[src/hw/rtl/serial_drive_command_decoder_defines.svh]
// ----------------------------------------------------------------------------
// Serial drive command decoder: assertion macros
// Wrappers for concurrent checks, clocked on clk_i and disabled in reset.
// ----------------------------------------------------------------------------
`ifndef SERIAL_DRIVE_COMMAND_DECODER_DEFINES_SVH
`define SERIAL_DRIVE_COMMAND_DECODER_DEFINES_SVH

`ifndef SYNTHESIS

// Same-cycle implication
`define SDCD_ASSERT_IMPL(label, ante, cons) \
  label: assert property (@(posedge clk_i) disable iff (!rst_ni) (ante) |-> (cons)) \
    else $error("sdcd assertion failed");

// Next-cycle implication
`define SDCD_ASSERT_NEXT(label, ante, cons) \
  label: assert property (@(posedge clk_i) disable iff (!rst_ni) (ante) |=> (cons)) \
    else $error("sdcd assertion failed");

`else

`define SDCD_ASSERT_IMPL(label, ante, cons)
`define SDCD_ASSERT_NEXT(label, ante, cons)

`endif

`endif

[src/hw/rtl/sdcd_pkg.sv]
// ----------------------------------------------------------------------------
// sdcd_pkg
// Types, character codes and arithmetic constants of the drive command decoder.
// ----------------------------------------------------------------------------
package sdcd_pkg;

  // Widths
  localparam int unsigned CmdW   = 9;
  localparam int unsigned ShaftW = 7;
  localparam int unsigned DutyW  = 13;
  localparam int unsigned OpW    = 16;
  localparam int unsigned ProdW  = 2 * OpW;
  localparam int unsigned TmpW   = 10;

  // Character codes
  localparam logic [7:0] CH_COLON = 8'd58;
  localparam logic [7:0] CH_S     = 8'd115;
  localparam logic [7:0] CH_A     = 8'd97;
  localparam logic [7:0] CH_ESC   = 8'd27;
  localparam logic [7:0] CH_MINUS = 8'd45;

  // Reset value of the shaft length register
  localparam logic [ShaftW-1:0] ShaftReset = 7'd44;

  // Divide by 100 as (x * Recip100) >> Shift100, exact for x below 2^15
  localparam logic [OpW-1:0] Recip100 = 16'd20972;
  localparam int unsigned    Shift100 = 21;
  // Divide by 10 as (x * Recip10) >> Shift10, exact for x below 2^16
  localparam logic [OpW-1:0] Recip10  = 16'd52429;
  localparam int unsigned    Shift10  = 19;
  // Duty = (DutyGain * mag - DutyOffset) / 10
  localparam logic [OpW-1:0] DutyGain   = 16'd125;
  localparam logic [OpW-1:0] DutyOffset = 16'd7;

  typedef enum logic [2:0] {
    PH_IDLE,
    PH_RECV,
    PH_LIN_SIGN,
    PH_LIN_MAG,
    PH_ANG_SIGN,
    PH_ANG_MAG
  } phase_e;

  typedef enum logic [3:0] {
    MX_IDLE,
    MX_ANG,
    MX_TMP,
    MX_MIX,
    MX_L125,
    MX_L10,
    MX_R125,
    MX_R10,
    MX_DONE
  } mix_state_e;

  typedef enum logic [1:0] {
    ACK_NONE = 2'd0,
    ACK_RECV = 2'd1,
    ACK_DONE = 2'd2
  } ack_e;

  // Latched speed commands, two's complement
  typedef struct packed {
    logic [CmdW-1:0] lin;
    logic [CmdW-1:0] ang;
  } cmd_t;

endpackage

[src/hw/rtl/sdcd_mul.sv]
// ----------------------------------------------------------------------------
// sdcd_mul
// Shared unsigned multiplier with a registered product.
// ----------------------------------------------------------------------------
module sdcd_mul (
  input  logic                         clk_i,
  input  logic                         en_i,
  input  logic [sdcd_pkg::OpW-1:0]     a_i,
  input  logic [sdcd_pkg::OpW-1:0]     b_i,
  output logic [sdcd_pkg::ProdW-1:0]   prod_o
);

  logic [sdcd_pkg::ProdW-1:0] prod_d;
  logic [sdcd_pkg::ProdW-1:0] prod_q;

  // Form the full-width product
  assign prod_d = {{sdcd_pkg::OpW{1'b0}}, a_i} * {{sdcd_pkg::OpW{1'b0}}, b_i};

  // Capture the product while en_i is high
  always_ff @(posedge clk_i) begin
    if (en_i) begin
      prod_q <= prod_d;
    end
  end

  assign prod_o = prod_q;

endmodule

[src/hw/rtl/sdcd_parser.sv]
// ----------------------------------------------------------------------------
// sdcd_parser
// Command parser: tracks the receive phase and latches speed commands.
// ----------------------------------------------------------------------------
module sdcd_parser (
  input  logic                 clk_i,
  input  logic                 rst_ni,
  input  logic                 accept_i,
  input  logic [7:0]           rx_byte_i,
  output sdcd_pkg::cmd_t       cmd_o,
  output sdcd_pkg::ack_e       ack_o,
  output logic                 mix_start_o
);

  sdcd_pkg::phase_e                 phase_q, phase_d;
  logic                             neg_q, neg_d;
  logic [sdcd_pkg::CmdW-1:0]        lin_q, lin_d;
  logic [sdcd_pkg::CmdW-1:0]        ang_q, ang_d;
  logic [sdcd_pkg::CmdW-1:0]        value;

  // Minus sign stores the one's complement, which is -mag-1
  assign value = neg_q ? ~{1'b0, rx_byte_i} : {1'b0, rx_byte_i};

  // Next phase
  always_comb begin
    phase_d = phase_q;
    if (accept_i) begin
      case (phase_q)
        sdcd_pkg::PH_IDLE: begin
          if (rx_byte_i == sdcd_pkg::CH_COLON) phase_d = sdcd_pkg::PH_RECV;
        end
        sdcd_pkg::PH_RECV: begin
          if (rx_byte_i == sdcd_pkg::CH_S) begin
            phase_d = sdcd_pkg::PH_LIN_SIGN;
          end else if (rx_byte_i == sdcd_pkg::CH_A) begin
            phase_d = sdcd_pkg::PH_ANG_SIGN;
          end else if (rx_byte_i == sdcd_pkg::CH_ESC) begin
            phase_d = sdcd_pkg::PH_IDLE;
          end
        end
        sdcd_pkg::PH_LIN_SIGN: phase_d = sdcd_pkg::PH_LIN_MAG;
        sdcd_pkg::PH_LIN_MAG:  phase_d = sdcd_pkg::PH_RECV;
        sdcd_pkg::PH_ANG_SIGN: phase_d = sdcd_pkg::PH_ANG_MAG;
        sdcd_pkg::PH_ANG_MAG:  phase_d = sdcd_pkg::PH_RECV;
        default:               phase_d = sdcd_pkg::PH_IDLE;
      endcase
    end
  end

  // Outputs and command updates
  always_comb begin
    ack_o       = sdcd_pkg::ACK_NONE;
    mix_start_o = 1'b0;
    neg_d       = neg_q;
    lin_d       = lin_q;
    ang_d       = ang_q;
    if (accept_i) begin
      case (phase_q)
        sdcd_pkg::PH_IDLE: begin
          if (rx_byte_i == sdcd_pkg::CH_COLON) ack_o = sdcd_pkg::ACK_RECV;
        end
        sdcd_pkg::PH_RECV: begin
          if ((rx_byte_i != sdcd_pkg::CH_S) && (rx_byte_i != sdcd_pkg::CH_A) &&
              (rx_byte_i == sdcd_pkg::CH_ESC)) begin
            mix_start_o = 1'b1;
          end
        end
        sdcd_pkg::PH_LIN_SIGN: neg_d = (rx_byte_i == sdcd_pkg::CH_MINUS);
        sdcd_pkg::PH_LIN_MAG:  lin_d = value;
        sdcd_pkg::PH_ANG_SIGN: neg_d = (rx_byte_i == sdcd_pkg::CH_MINUS);
        sdcd_pkg::PH_ANG_MAG:  ang_d = value;
        default: begin
          ack_o = sdcd_pkg::ACK_NONE;
        end
      endcase
    end
  end

  // Hold phase and commands
  always_ff @(posedge clk_i or negedge rst_ni) begin
    if (!rst_ni) begin
      phase_q <= sdcd_pkg::PH_IDLE;
      neg_q   <= 1'b0;
      lin_q   <= '0;
      ang_q   <= '0;
    end else begin
      phase_q <= phase_d;
      neg_q   <= neg_d;
      lin_q   <= lin_d;
      ang_q   <= ang_d;
    end
  end

  assign cmd_o.lin = lin_q;
  assign cmd_o.ang = ang_q;

endmodule

[src/hw/rtl/sdcd_mix_seq.sv]
// ----------------------------------------------------------------------------
// sdcd_mix_seq
// Mixing sequencer: runs the differential-drive math through one multiplier
// and holds the wheel duty and direction registers.
// ----------------------------------------------------------------------------
module sdcd_mix_seq (
  input  logic                              clk_i,
  input  logic                              rst_ni,
  input  logic                              start_i,
  input  sdcd_pkg::cmd_t                    cmd_i,
  input  logic [sdcd_pkg::ShaftW-1:0]       shaft_i,
  output logic                              busy_o,
  output logic                              done_o,
  output logic [sdcd_pkg::DutyW-1:0]        left_duty_o,
  output logic [sdcd_pkg::DutyW-1:0]        right_duty_o,
  output logic                              left_fwd_o,
  output logic                              right_fwd_o
);

  localparam int unsigned MagW = sdcd_pkg::CmdW;
  localparam int unsigned SumW = sdcd_pkg::CmdW + 2;

  sdcd_pkg::mix_state_e              state_q, state_d;

  logic                              mul_en;
  logic [sdcd_pkg::OpW-1:0]          op_a, op_b;
  logic [sdcd_pkg::ProdW-1:0]        prod;

  logic [sdcd_pkg::CmdW-1:0]         ang_abs;
  logic [sdcd_pkg::TmpW-1:0]         tmp_mag;
  logic [SumW-1:0]                   tmp_ext, tmp_s, lin2, sum_l, sum_r, abs_l, abs_r;
  logic [MagW-1:0]                   mag_l, mag_r;
  logic                              fwd_l, fwd_r;
  logic [sdcd_pkg::OpW-1:0]          duty_num;
  logic [sdcd_pkg::DutyW-1:0]        duty_quo;

  logic [MagW-1:0]                   lmag_q, rmag_q;
  logic                              lfwd_q, rfwd_q;
  logic [sdcd_pkg::DutyW-1:0]        lduty_q, rduty_q;
  logic                              load_mix, load_left, load_right;

  sdcd_mul u_mul (
    .clk_i  (clk_i),
    .en_i   (mul_en),
    .a_i    (op_a),
    .b_i    (op_b),
    .prod_o (prod)
  );

  // Absolute angular command; -256 maps to 256
  assign ang_abs = cmd_i.ang[sdcd_pkg::CmdW-1] ? (~cmd_i.ang + 1'b1) : cmd_i.ang;

  // Angular term: quotient by 100, sign restored
  assign tmp_mag = prod[sdcd_pkg::Shift100 +: sdcd_pkg::TmpW];
  assign tmp_ext = {1'b0, tmp_mag};
  assign tmp_s   = cmd_i.ang[sdcd_pkg::CmdW-1] ? (~tmp_ext + 1'b1) : tmp_ext;

  // Wheel sums 2*linear -/+ tmp, halved toward zero by halving the magnitude
  assign lin2  = {cmd_i.lin[sdcd_pkg::CmdW-1], cmd_i.lin, 1'b0};
  assign sum_l = lin2 - tmp_s;
  assign sum_r = lin2 + tmp_s;
  assign abs_l = sum_l[SumW-1] ? (~sum_l + 1'b1) : sum_l;
  assign abs_r = sum_r[SumW-1] ? (~sum_r + 1'b1) : sum_r;
  assign mag_l = abs_l[MagW:1];
  assign mag_r = abs_r[MagW:1];
  assign fwd_l = ~sum_l[SumW-1] | (mag_l == '0);
  assign fwd_r = ~sum_r[SumW-1] | (mag_r == '0);

  // Duty numerator and quotient by 10
  assign duty_num = prod[sdcd_pkg::OpW-1:0] - sdcd_pkg::DutyOffset;
  assign duty_quo = prod[sdcd_pkg::Shift10 +: sdcd_pkg::DutyW];

  // Next state
  always_comb begin
    state_d = state_q;
    case (state_q)
      sdcd_pkg::MX_IDLE: if (start_i) state_d = sdcd_pkg::MX_ANG;
      sdcd_pkg::MX_ANG:  state_d = sdcd_pkg::MX_TMP;
      sdcd_pkg::MX_TMP:  state_d = sdcd_pkg::MX_MIX;
      sdcd_pkg::MX_MIX:  state_d = sdcd_pkg::MX_L125;
      sdcd_pkg::MX_L125: state_d = sdcd_pkg::MX_L10;
      sdcd_pkg::MX_L10:  state_d = sdcd_pkg::MX_R125;
      sdcd_pkg::MX_R125: state_d = sdcd_pkg::MX_R10;
      sdcd_pkg::MX_R10:  state_d = sdcd_pkg::MX_DONE;
      sdcd_pkg::MX_DONE: state_d = sdcd_pkg::MX_IDLE;
      default:           state_d = sdcd_pkg::MX_IDLE;
    endcase
  end

  // Operand select and register loads
  always_comb begin
    mul_en     = 1'b1;
    op_a       = '0;
    op_b       = '0;
    load_mix   = 1'b0;
    load_left  = 1'b0;
    load_right = 1'b0;
    busy_o     = 1'b1;
    done_o     = 1'b0;
    case (state_q)
      sdcd_pkg::MX_IDLE: begin
        mul_en = 1'b0;
        busy_o = 1'b0;
      end
      sdcd_pkg::MX_ANG: begin
        op_a = sdcd_pkg::OpW'(ang_abs);
        op_b = sdcd_pkg::OpW'(shaft_i);
      end
      sdcd_pkg::MX_TMP: begin
        op_a = prod[sdcd_pkg::OpW-1:0];
        op_b = sdcd_pkg::Recip100;
      end
      sdcd_pkg::MX_MIX: begin
        mul_en   = 1'b0;
        load_mix = 1'b1;
      end
      sdcd_pkg::MX_L125: begin
        op_a = sdcd_pkg::OpW'(lmag_q);
        op_b = sdcd_pkg::DutyGain;
      end
      sdcd_pkg::MX_L10: begin
        op_a = duty_num;
        op_b = sdcd_pkg::Recip10;
      end
      sdcd_pkg::MX_R125: begin
        load_left = 1'b1;
        op_a      = sdcd_pkg::OpW'(rmag_q);
        op_b      = sdcd_pkg::DutyGain;
      end
      sdcd_pkg::MX_R10: begin
        op_a = duty_num;
        op_b = sdcd_pkg::Recip10;
      end
      sdcd_pkg::MX_DONE: begin
        mul_en     = 1'b0;
        load_right = 1'b1;
        done_o     = 1'b1;
      end
      default: begin
        mul_en = 1'b0;
      end
    endcase
  end

  // Hold sequencer state and wheel registers
  always_ff @(posedge clk_i or negedge rst_ni) begin
    if (!rst_ni) begin
      state_q <= sdcd_pkg::MX_IDLE;
      lfwd_q  <= 1'b1;
      rfwd_q  <= 1'b1;
      lduty_q <= '0;
      rduty_q <= '0;
    end else begin
      state_q <= state_d;
      if (load_mix) begin
        lfwd_q <= fwd_l;
        rfwd_q <= fwd_r;
      end
      if (load_left) begin
        lduty_q <= (lmag_q == '0) ? '0 : duty_quo;
      end
      if (load_right) begin
        rduty_q <= (rmag_q == '0) ? '0 : duty_quo;
      end
    end
  end

  // Wheel magnitudes are working values
  always_ff @(posedge clk_i) begin
    if (load_mix) begin
      lmag_q <= mag_l;
      rmag_q <= mag_r;
    end
  end

  assign left_duty_o  = lduty_q;
  assign right_duty_o = rduty_q;
  assign left_fwd_o   = lfwd_q;
  assign right_fwd_o  = rfwd_q;

endmodule

[src/hw/rtl/serial_drive_command_decoder.sv]
// ----------------------------------------------------------------------------
// serial_drive_command_decoder
// Parses ':' 's' sign mag 'a' sign mag ... ESC commands from a serial byte
// stream and mixes them into left and right motor duty and direction values.
// Every accepted word gives one result word carrying an ack code and the
// current wheel registers. A word other than a mixing ESC gives its result
// on the next cycle. An ESC that ends a command starts the mixing sequence,
// which runs six products through one shared 16 by 16 multiplier, and the
// result word is registered when the sequence reaches its done state;
// rx_stall_o stays high meanwhile. The input is also stalled while a result
// waits and the output side stalls.
// ----------------------------------------------------------------------------
`include "serial_drive_command_decoder_defines.svh"

module serial_drive_command_decoder (
  input  logic                          clk_i,
  input  logic                          rst_ni,
  // Shaft length register
  input  logic                          shaft_length_cm_we_i,
  input  logic [sdcd_pkg::ShaftW-1:0]   shaft_length_cm_i,
  // Byte input
  input  logic                          rx_valid_i,
  output logic                          rx_stall_o,
  input  logic [7:0]                    rx_byte_i,
  // Result output
  output logic                          tx_valid_o,
  input  logic                          tx_stall_i,
  output logic [1:0]                    ack_code_o,
  output logic [sdcd_pkg::DutyW-1:0]    left_duty_o,
  output logic [sdcd_pkg::DutyW-1:0]    right_duty_o,
  output logic                          left_forward_o,
  output logic                          right_forward_o
);

  logic [sdcd_pkg::ShaftW-1:0]  shaft_q;
  logic                         rx_acc;
  sdcd_pkg::cmd_t               cmd;
  sdcd_pkg::ack_e               parse_ack;
  logic                         mix_start;
  logic                         mix_busy;
  logic                         mix_done;
  logic                         tx_valid_q, tx_valid_d;
  sdcd_pkg::ack_e               ack_q, ack_d;

  // Stall while mixing or while a result word is held up
  assign rx_stall_o = mix_busy | (tx_valid_q & tx_stall_i);
  assign rx_acc     = rx_valid_i & ~rx_stall_o;

  // Shaft length register
  always_ff @(posedge clk_i or negedge rst_ni) begin
    if (!rst_ni) begin
      shaft_q <= sdcd_pkg::ShaftReset;
    end else if (shaft_length_cm_we_i) begin
      shaft_q <= shaft_length_cm_i;
    end
  end

  sdcd_parser u_parser (
    .clk_i       (clk_i),
    .rst_ni      (rst_ni),
    .accept_i    (rx_acc),
    .rx_byte_i   (rx_byte_i),
    .cmd_o       (cmd),
    .ack_o       (parse_ack),
    .mix_start_o (mix_start)
  );

  sdcd_mix_seq u_mix (
    .clk_i        (clk_i),
    .rst_ni       (rst_ni),
    .start_i      (mix_start),
    .cmd_i        (cmd),
    .shaft_i      (shaft_q),
    .busy_o       (mix_busy),
    .done_o       (mix_done),
    .left_duty_o  (left_duty_o),
    .right_duty_o (right_duty_o),
    .left_fwd_o   (left_forward_o),
    .right_fwd_o  (right_forward_o)
  );

  // Output word: drop on take, load on a parsed word or a finished mix
  always_comb begin
    tx_valid_d = tx_valid_q;
    ack_d      = ack_q;
    if (tx_valid_q && !tx_stall_i) begin
      tx_valid_d = 1'b0;
    end
    if (rx_acc && !mix_start) begin
      tx_valid_d = 1'b1;
      ack_d      = parse_ack;
    end
    if (mix_done) begin
      tx_valid_d = 1'b1;
      ack_d      = sdcd_pkg::ACK_DONE;
    end
  end

  always_ff @(posedge clk_i or negedge rst_ni) begin
    if (!rst_ni) begin
      tx_valid_q <= 1'b0;
      ack_q      <= sdcd_pkg::ACK_NONE;
    end else begin
      tx_valid_q <= tx_valid_d;
      ack_q      <= ack_d;
    end
  end

  assign tx_valid_o = tx_valid_q;
  assign ack_code_o = ack_q;

  // No byte is taken while the mixing sequence runs
  `SDCD_ASSERT_IMPL(a_no_accept_in_mix, mix_busy, !rx_acc)
  // The output word is free when the mix finishes
  `SDCD_ASSERT_IMPL(a_out_free_at_done, mix_done, !tx_valid_q)
  // A finished mix presents a done word next
  `SDCD_ASSERT_NEXT(a_done_word, mix_done, tx_valid_o && (ack_code_o == sdcd_pkg::ACK_DONE))

endmodule

[config.mk]
export PLATFORM = sky130hd
export DESIGN_NAME = serial_drive_command_decoder
export DESIGN_NICKNAME = d
export VERILOG_FILES = /design/src/hw/rtl/sdcd_pkg.sv /design/src/hw/rtl/sdcd_mul.sv /design/src/hw/rtl/sdcd_parser.sv /design/src/hw/rtl/sdcd_mix_seq.sv /design/src/hw/rtl/serial_drive_command_decoder.sv
export VERILOG_INCLUDE_DIRS = /design/src /design/src/hw/rtl
export SDC_FILE = /design/constraint.sdc
export NUM_CORES = 1
export LEC_CHECK = 0
export BUFFER_PORTS_ARGS = -buffer_cell sky130_fd_sc_hd__buf_4
export CORE_ASPECT_RATIO = 1.2
export CORE_MARGIN = 10
export CORE_UTILIZATION = 55
export CTS_CLUSTER_SIZE = 25
export DETAILED_ROUTE_END_ITERATION = 7
export PLACE_DENSITY_LB_ADDON = 0.3
export SYNTH_ARGS = -nofsm -noshare
export SYNTH_HDL_FRONTEND = slang
export SYNTH_SLANG_ARGS = --single-unit
[constraint.sdc]
create_clock -name clk_i -period 7.7 [get_ports clk_i]
set_input_delay 0 -clock clk_i [delete_from_list [all_inputs] [get_ports clk_i]]
set_output_delay 0 -clock clk_i [all_outputs]
set_load 0.05 [all_outputs]
==> results of run 1 <==
[layout make-up]
cell class,count,area (um2)
clock inverter,6,70.07
timing repair buffer,186,1464
clock buffer,10,239.0
sequential,111,3019
fill,2019,8752
tap,325,406.6
inverter,296,1111
multi-input combinational,1043,9847
[cell families after synthesis]
family | after synthesis | share of synthesized area
multiplexers | 12 | 0.009406
AND/OR/NAND/NOR | 357 | 0.1223
other | 2 | 0.0005376
XOR/XNOR | 94 | 0.05948
buffers and inverters | 334 | 0.09056
adder cells (fa/ha/maj) | 320 | 0.3748
AO/OA/AOI/OAI | 246 | 0.1268
flip-flops | 111 | 0.2161
[sequential cells by signal, indices dropped and copies added, names as in the netlist, 4 cells and up]
name / cells
shaft_q: 7
u_mix.left_duty_o: 13
u_mix.lmag_q: 9
u_mix.right_duty_o: 13
u_mix.rmag_q: 9
u_mix.state_q: 4
u_mix.u_mul.prod_o: 29
u_parser.ang_q: 9
u_parser.lin_q: 9
[timing repair]
action	4_1_cts	5_1_grt
buffers inserted	0	6
endpoints found under the hold margin	75	0
hold buffers	22	0
resized for setup	4	20
setup endpoints to repair	3	8
pin swaps	0	12
[through the flow]
step | setup TNS [ns] | area [um2]
5_1_grt | -0.08636 | 16160
6_report | 0 | 16160
4_1_cts | 0 | 16020
2_1_floorplan | 0 | 14020
3_5_place_dp | -0.1222 | 15470
3_3_place_gp | 0 | 15470
[routing by layer]
metal	track usage	vias up	routed length [um]
li1	-	5189	-
met1	0.2912	5449	15150
met2	0.4028	315	19010
met3	0.02854	80	1639
met4	0.07433	0	1208
met5	0	-	0
[critical path, cell delays in order (launching register included)]
cell,delay [ns]
edfxtp_1,0.41
ha_2,0.23
a2111oi_4,0.30
xor2_1,0.11
nand2_1,0.10
inv_1,0.05
or2_2,0.31
a221o_1,0.30
a21oi_4,0.18
nor2_2,0.06
fa_1,0.53
inv_1,0.06
fa_1,0.49
fa_1,0.51
inv_1,0.05
fa_2,0.46
fa_1,0.49
inv_1,0.06
fa_1,0.55
inv_1,0.06
ha_1,0.29
buf_4,0.13
nand4_1,0.14
or4_4,0.58
a21oi_4,0.22
o311ai_4,0.11
a2111o_1,0.39
o211a_1,0.11
[cells in the final DEF (no fill, tap or decap), drive strengths merged, types with 9 or more instances in the layout]
cell type,synthesis,routed
nand2b,22,22
nor2,125,125
o31ai,18,18
a21oi,41,41
edfxtp,47,47
dfrtp,59,59
a21o,20,20
clkbuf,33,10
o21a,10,10
fa,164,164
and3,16,16
a211oi,11,11
nor2b,9,9
a22o,32,32
xor2,33,33
inv,296,300
ha,156,156
xnor2,61,61
or2,16,16
conb,2,14
nand2,86,86
o21ai,49,49
nor3,24,24
mux2,9,9
dlygate4sd3,0,22
buf,5,164
nand3,16,16
[final timing paths]
| check | end | slack, ns | cells past startpoint |
|---|---|---|---|
| worst max-delay path | u_mix.u_mul.prod_o[31] | 0.19 | 27 |
| worst min-delay path | u_parser.ang_q[3] | 0.02 | 3 |
| worst max register to register | u_mix.u_mul.prod_o[31] | 0.19 | 27 |
| worst min register to register | ack_code_o[0] | 0.51 | 2 |
| max in group asynchronous | u_mix.right_duty_o[10] | 6.87 | 2 |
| min in group asynchronous | shaft_q[6] | 0.26 | 2 |
==> flow_metrics.py, run 1 <==
metrics = {
    "placement": {
        "dp.cells": 1933,
        "io_buffers": 51,
        "hpwl_um": 30780,
        "gp_congestion": 0.9739,
        "dpl_worst_slack_ns": -0.1040,
    },
    "grt": {
        "grt_pass1_vias": 11460,
        "overflow": 0,
        "antenna_found_initial": 0,
        "grt_pass1_wl_um": 59750,
        "grt_start_max_net_pins": 65,
        "grt_util_all_layers": 0.2322,
    },
    "floorplan": {
        "die_w_um": 165.5,
        "die-area_um2": 32200,
        "io_pins": 52,
        "design.core.area_um2": 24910,
        "die_height_um": 194.6,
        "start_util": 0.5608,
        "core.rowCount": 63,
    },
    "sta": {
        "fin_ws_ns": 0.1878,
        "worst_pin_slew_ns": 1.079,
        "finalSetupViolCount": 0,
        "whs_ns": 0.02129,
        "relSlewSlack": 0.2786,
        "hold_viol_final": 0,
        "min_period_ns": 7.512,
        "fmax_ghz": 0.1331,
        "fin_worst_skew_ns": 0.01401,
        "drv_slew": 0,
        "fin_crit_sh": 0.9756,
    },
    "synthesis": {
        "ys_top_cells_by_area": "fa_1 24%, ha_1 14%, dfrtp_1 11%",
        "async_flop_share": 0.5766,
        "synthTopCellsByCount": "296 x inv_1, 164 x fa_1, 156 x ha_1",
        "synth_cell_types": 78,
        "synth_top_area_cell": "fa_1",
        "synthCells": 1476,
        "ys_ff_latch": 111,
        "synth_top_area_frac": 0.2350,
        "synth_most_common_cell": "inv_1",
        "ys_seq_area_frac": 0.2161,
        "synthFlopType": "dfrtp_1",
        "yosysWarnings": 0,
        "avgSynthCellArea_um2": 9.464,
        "synth_edf_count": 47,
        "syn_area_um2": 13970,
    },
    "cts": {
        "numCtsBuffers": 9,
        "path_clk_slew_ns": 0.09,
        "cts_sinks": 111,
        "cts_root_buffer": "clkbuf_16",
        "cts_max_level": 3,
        "cts_tree": "yes",
        "clock_latency_ns": 0.37,
        "clock_path_buffers": 2,
    },
    "routing": {
        "viasPerCell": 5.581,
        "wl_um": 37010,
        "drt_iter0_markers": 620,
        "firstDrtPassIters": 5,
        "antenna_left": 0,
        "vias": 11030,
        "drt_drc_violations_left": 0,
        "drt-wirelength-per-cell_um": 18.72,
    },
    "setup_path": {
        "worstReg2RegStart": "u_mix.u_mul.prod_o[1]",
        "cp-startpoint": "u_mix.u_mul.prod_o[1]",
        "cp.required_ns": 7.83,
        "end_kind": "register",
        "crit_type": "register to register",
        "arrival_ns": 7.64,
        "start_kind": "register",
        "crit_fanout": 4,
    },
    "job": {
        "maxCapViolCount": 0,
    },
    "final_layout": {
        "nNetsFinal": 1987,
        "syn2layout_area_growth_pct": 15.67,
        "drive_gt1_frac": 0.1495,
        "utilization": 0.6486,
        "antenna_cells": 0,
        "stdcell_count": 1977,
    },
    "hold_path": {
        "min_path_type": "input pin to register",
        "worstHoldStart": "rx_byte_i[3]",
    },
    "outcome": {
        "status": "complete, no violations",
    },
}
Power of run 1 is left out: the tool's default activity adds up to more than one toggle a clock period on the data nets, which glitch-free logic cannot reach.
==> run 2, diff against run 1 <==
- CORE_ASPECT_RATIO: 1.2 -> 0.7
- PLACE_DENSITY: not set -> 0.79
- PLACE_DENSITY_LB_ADDON: 0.3 -> not set
==> flow_metrics.py, run 2 (synthesis gave the netlist of run 1 again) <==
metrics = {
    "outcome": {
        "status": "complete, no violations",
    },
    "hold_path": {
        "min_path_type": "input pin to register",
    },
    "setup_path": {
        "arrival_ns": 7.64,
        "cp_top_family": "adder cells",
        "path_common_cell": "fa_1",
        "worst-path-buf-inv": 7,
        "cp.required_ns": 7.81,
        "slowest_delay_ns": 0.55,
        "crit_fanout": 5,
        "end_kind": "register",
        "start_kind": "register",
        "crit_type": "register to register",
        "slowest_stage": "fa_1",
    },
    "routing": {
        "drt-wirelength-per-cell_um": 19.87,
        "viasPerCell": 5.745,
        "firstDrtPassIters": 5,
        "vias": 11330,
        "antenna_left": 0,
        "drt_drc_violations_left": 0,
        "drt_iter0_markers": 1066,
        "wl_um": 39190,
    },
    "final_layout": {
        "regArea_um2": 3019,
        "fillCellCount": 1918,
        "syn2layout_area_growth_pct": 17.69,
        "largest_register_ffs": 29,
        "multi_input_area_um2": 10190,
        "nNetsFinal": 1982,
        "antenna_cells": 0,
        "utilization": 0.6628,
        "stdcell_count": 1972,
        "final_cell_mix": "285 x inv_1, 162 x fa_1, 161 x buf_4",
        "final_common_cell": "inv_1",
        "drive_gt1_frac": 0.1767,
    },
    "sta": {
        "fin_worst_skew_ns": 0.009444,
        "drv_slew": 0,
        "finalSetupViolCount": 0,
        "min_period_ns": 7.525,
        "fin_crit_sh": 0.9773,
        "fmax_ghz": 0.1329,
        "fin_ws_ns": 0.1747,
        "relSlewSlack": 0.1270,
        "hold_viol_final": 0,
        "worst_pin_slew_ns": 1.303,
        "final.setup.tns_ns": 0,
    },
    "job": {
        "maxCapViolCount": 0,
    },
    "placement": {
        "gp_congestion": 1.001,
        "dpl_worst_slack_ns": -0.3080,
        "io_buffers": 51,
        "dp.cells": 1917,
        "hpwl_um": 32080,
    },
    "floorplan": {
        "design.core.area_um2": 24800,
        "die_w_um": 210.5,
        "die_height_um": 153.3,
        "start_util": 0.5632,
        "core.rowCount": 48,
        "io_pins": 52,
        "die-area_um2": 32270,
    },
    "cts": {
        "numCtsBuffers": 9,
        "clock_path_buffers": 2,
        "cts_root_buffer": "clkbuf_16",
        "path_clk_slew_ns": 0.08,
        "clock_latency_ns": 0.35,
        "cts_max_level": 3,
        "cts_tree": "yes",
        "cts_sinks": 111,
    },
    "grt": {
        "grt_pass1_wl_um": 61940,
        "grt_pass1_vias": 11470,
        "grt_util_all_layers": 0.2412,
        "grt_start_max_net_pins": 65,
        "antenna_found_initial": 0,
        "overflow": 0,
    },
}
==> run 2: cell types whose count changed in the layout (fill, tap and decap cells not counted), sizes merged <==
cell / change
clkbuf: +1
inv: -1
dlygate4sd3: -3
buf: -2
==> run 2: worst register-to-register path: cells and delay by family, from the launching register on <==
| family | cells | cell delay (ns) |
|---|---|---|
| AOI/OAI and AO/OA | 8 | 1.85 |
| adders and majority gates | 7 | 3.19 |
| DFF | 1 | 0.45 |
| and+or+nand+nor | 5 | 1.03 |
| buffers and inverters | 7 | 0.62 |
| xor gates and xnor gates | 1 | 0.13 |
==> run 2: layout make-up <==
cell class,instances,share of cell area
Timing Repair Buffer,181,0.08578
Tap cell,325,0.02474
Clock buffer,11,0.01545
Inverter,296,0.06759
Clock inverter,5,0.002816
Multi-Input combinational cell,1043,0.6200
Sequential cell,111,0.1837
==> run 2: path summary, 6_finish.rpt <==
path	from	cells past startpoint	slack, ns	end
hold / removal	rx_byte_i[6]	3	0.007	u_parser.ang_q[6]
max in group asynchronous	rst_ni	2	6.83	u_mix.left_duty_o[8]
setup / recovery	u_mix.u_mul.prod_o[5]	28	0.17	u_mix.u_mul.prod_o[31]
setup reg to reg	u_mix.u_mul.prod_o[5]	28	0.17	u_mix.u_mul.prod_o[31]
min in group asynchronous	rst_ni	2	0.28	u_parser.phase_q[0]
hold reg to reg	u_mix.u_mul.prod_o[20]	1	0.51	u_mix.left_duty_o[1]
==> run 2: metal layers <==
| layer | GRT usage | vias to the layer above | wire, um |
|---|---|---|---|
| met1 | 0.3514 | 5552 | 17320 |
| met5 | 0 | - | 0 |
| li1 | - | 5165 | - |
| met4 | 0.04195 | 0 | 709 |
| met3 | 0.08641 | 56 | 4735 |
| met2 | 0.3370 | 557 | 16430 |
==> run 2: metrics by stage <==
stage	cell area (um2)	hold WS [ns]
2_1_floorplan	14020	-0.2956
3_3_place_gp	15340	0.1290
3_5_place_dp	15340	0.1376
4_1_cts	15980	0.003506
5_1_grt	16440	0.02937
6_report	16440	0.006515
==> run 2: timing repair <==
item	in CTS	in global routing
resized for setup	16	72
setup endpoints to repair	7	14
gates cloned	0	0
hold endpoints to repair	68	0
pin swaps	10	58
hold buffers	19	0
setup buffers	8	12
Power of run 2 is left out for the same reason.
==> run 3, diff against run 2 <==
- CELL_PAD_IN_SITES_DETAIL_PLACEMENT: not set -> 2
- CELL_PAD_IN_SITES_GLOBAL_PLACEMENT: not set -> 2
- CORE_UTILIZATION: 55 -> 38
- GPL_ROUTABILITY_DRIVEN: not set -> 0
- PLACE_DENSITY: 0.79 -> 0.83
- clock period: 7.7 -> 6.1 ns (I/O delays scaled with it)
==> flow_metrics.py, run 3 (synthesis gave the netlist of run 1 again) <==
metrics = {
    "cts": {
        "cts_tree": "yes",
        "clock_latency_ns": 0.43,
        "clock_path_buffers": 2,
        "cts_root_buffer": "clkbuf_16",
        "cts_sinks": 111,
        "numCtsBuffers": 9,
        "cts_max_level": 3,
        "path_clk_slew_ns": 0.12,
    },
    "placement": {
        "dpl_worst_slack_ns": -2.010,
        "io_buffers": 51,
        "hpwl_um": 55020,
        "dpl_cell_area_um2": 17000,
    },
    "sta": {
        "fin_crit_sh": 1.434,
        "min_period_ns": 8.749,
        "finalSetupViolCount": 25,
        "hold_viol_final": 0,
        "final.setup.tns_ns": -41.69,
        "fmax_ghz": 0.1143,
        "fin_worst_skew_ns": 0.02779,
        "grt_setup_unrepaired": "true",
        "worst_pin_slew_ns": 1.190,
        "relSlewSlack": 0.1861,
        "drv_slew": 0,
        "fin_ws_ns": -2.649,
    },
    "setup_path": {
        "end_kind": "register",
        "r2r_cells": 25,
        "ff2ff_setup_slack_ns": -2.65,
        "slowest_delay_ns": 0.87,
        "cp_num_cells": 25,
        "worstReg2RegStart": "u_mix.u_mul.prod_o[2]",
        "cp.required_ns": 6.29,
        "worst-path-buf-inv": 5,
        "timing.rr.end": "u_mix.u_mul.prod_o[31]",
        "arrival_ns": 8.94,
        "cp_top_family": "adder cells",
        "start_kind": "register",
        "slowest_stage": "fa_1",
        "crit_type": "register to register",
        "path_common_cell": "inv_2",
        "crit_fanout": 3,
    },
    "routing": {
        "antenna_left": 0,
        "vias": 15480,
        "drt_drc_violations_left": 0,
        "wl_met3_um": 10940,
        "wl_um": 100500,
        "wl_met2_um": 44820,
        "firstDrtPassIters": 6,
        "wl_met1_um": 33520,
        "viasPerCell": 6.605,
        "dr.max_layer_used": "met5",
        "drt_iter0_markers": 1903,
        "drt-wirelength-per-cell_um": 42.85,
    },
    "hold_path": {
        "worstHoldStart": "rx_byte_i[2]",
        "hold_depth": 4,
        "min_path_type": "input pin to register",
        "hold_path_end": "u_parser.phase_q[2]",
    },
    "floorplan": {
        "start_util": 0.3873,
        "core.rowCount": 58,
        "io_pins": 52,
        "design.core.area_um2": 36070,
        "die_height_um": 180.4,
        "die_w_um": 249.2,
        "die-area_um2": 44950,
    },
    "final_layout": {
        "final_cell_mix": "340 x buf_4, 254 x inv_1, 140 x fa_1",
        "syn2layout_area_growth_pct": 36.17,
        "largest_register_ffs": 29,
        "design_area_um2": 19020,
        "nNetsFinal": 2194,
        "drive_gt1_frac": 0.3443,
        "final_common_cell": "buf_4",
        "fillCellCount": 3682,
    },
    "grt": {
        "grt_start_max_net_pins": 65,
        "antenna_found_initial": 8,
        "grt_pass1_wl_um": 125100,
        "grt_pass1_vias": 16770,
        "overflow": 0,
        "grt_util_all_layers": 0.3824,
    },
    "outcome": {
        "status": "complete, but fails checks",
        "violations": "setup timing",
    },
    "job": {
        "maxCapViolCount": 0,
    },
}
run 3: cell count changes in the layout (fill, tap and decap cells not counted), moves of 11 or more:
cell     change
o21ai_0     -11
fa_2        +22
ha_4        +11
ha_1        -13
buf_6       +29
nand2_1     -12
nor2_1      -15
fa_1        -22
buf_4      +179
nor2_2      +11
inv_1       -31
inv_2       +30
run 3: routing by layer:
| layer | up-vias | global-route usage |
|---|---|---|
| li1 | 5590 | - |
| met1 | 7790 | 0.4102 |
| met2 | 1397 | 0.6241 |
| met3 | 698 | 0.1177 |
| met4 | 6 | 0.2984 |
| met5 | - | 0 |
run 3: repair_timing:
item	CTS	global route
resized for setup	144	119
hold buffers	21	0
buffers inserted	37	33
hold endpoints to repair	71	0
setup endpoints to repair	23	27
pin swaps	62	93
run 3: how the worst max path moves through the flow:
stage / start / end / slack [ns]
detailed placement: u_mix.state_q[3] / u_mix.u_mul.prod_o[31] / -2.01
global placement: u_mix.state_q[3] / u_mix.u_mul.prod_o[31] / -1.43
CTS: u_mix.u_mul.prod_o[1] / u_mix.u_mul.prod_o[31] / -1.59
global route: u_mix.u_mul.prod_o[2] / u_mix.u_mul.prod_o[31] / -2.65
finish: u_mix.u_mul.prod_o[2] / u_mix.u_mul.prod_o[31] / -2.65
floorplan: u_mix.u_mul.prod_o[0] / u_mix.u_mul.prod_o[31] / -0.97
run 3: through the flow:
stage	hold slack (ns)	cells	utilization
finish	0.04729	2344	0.5274
global route	0.06377	2339	0.5270
CTS	0.006905	2310	0.5078
detailed placement	0.1785	2240	0.4713
global placement	0.1398	2240	0.4713
floorplan	-0.2956	1488	-
run 3: area by class of cell:
class / count / area, um2 / area share
repair buffers: 393 / 3126 / 0.1643
clock inverters: 7 / 88.84 / 0.004670
flip-flops and latches: 111 / 3020 / 0.1588
diodes: 5 / 12.51 / 0.0006578
well taps: 480 / 600.6 / 0.03157
multi-input cells: 1043 / 10830 / 0.5696
inverters: 296 / 1114 / 0.05855
clock buffers: 9 / 225.2 / 0.01184
run 3: worst min-delay path: stages:
cell	delay, ns
buf_4	0.11
nor4b_1	0.09
nand2_1	0.11
o31ai_1	0.09
Power of run 3 is left out for the same reason.
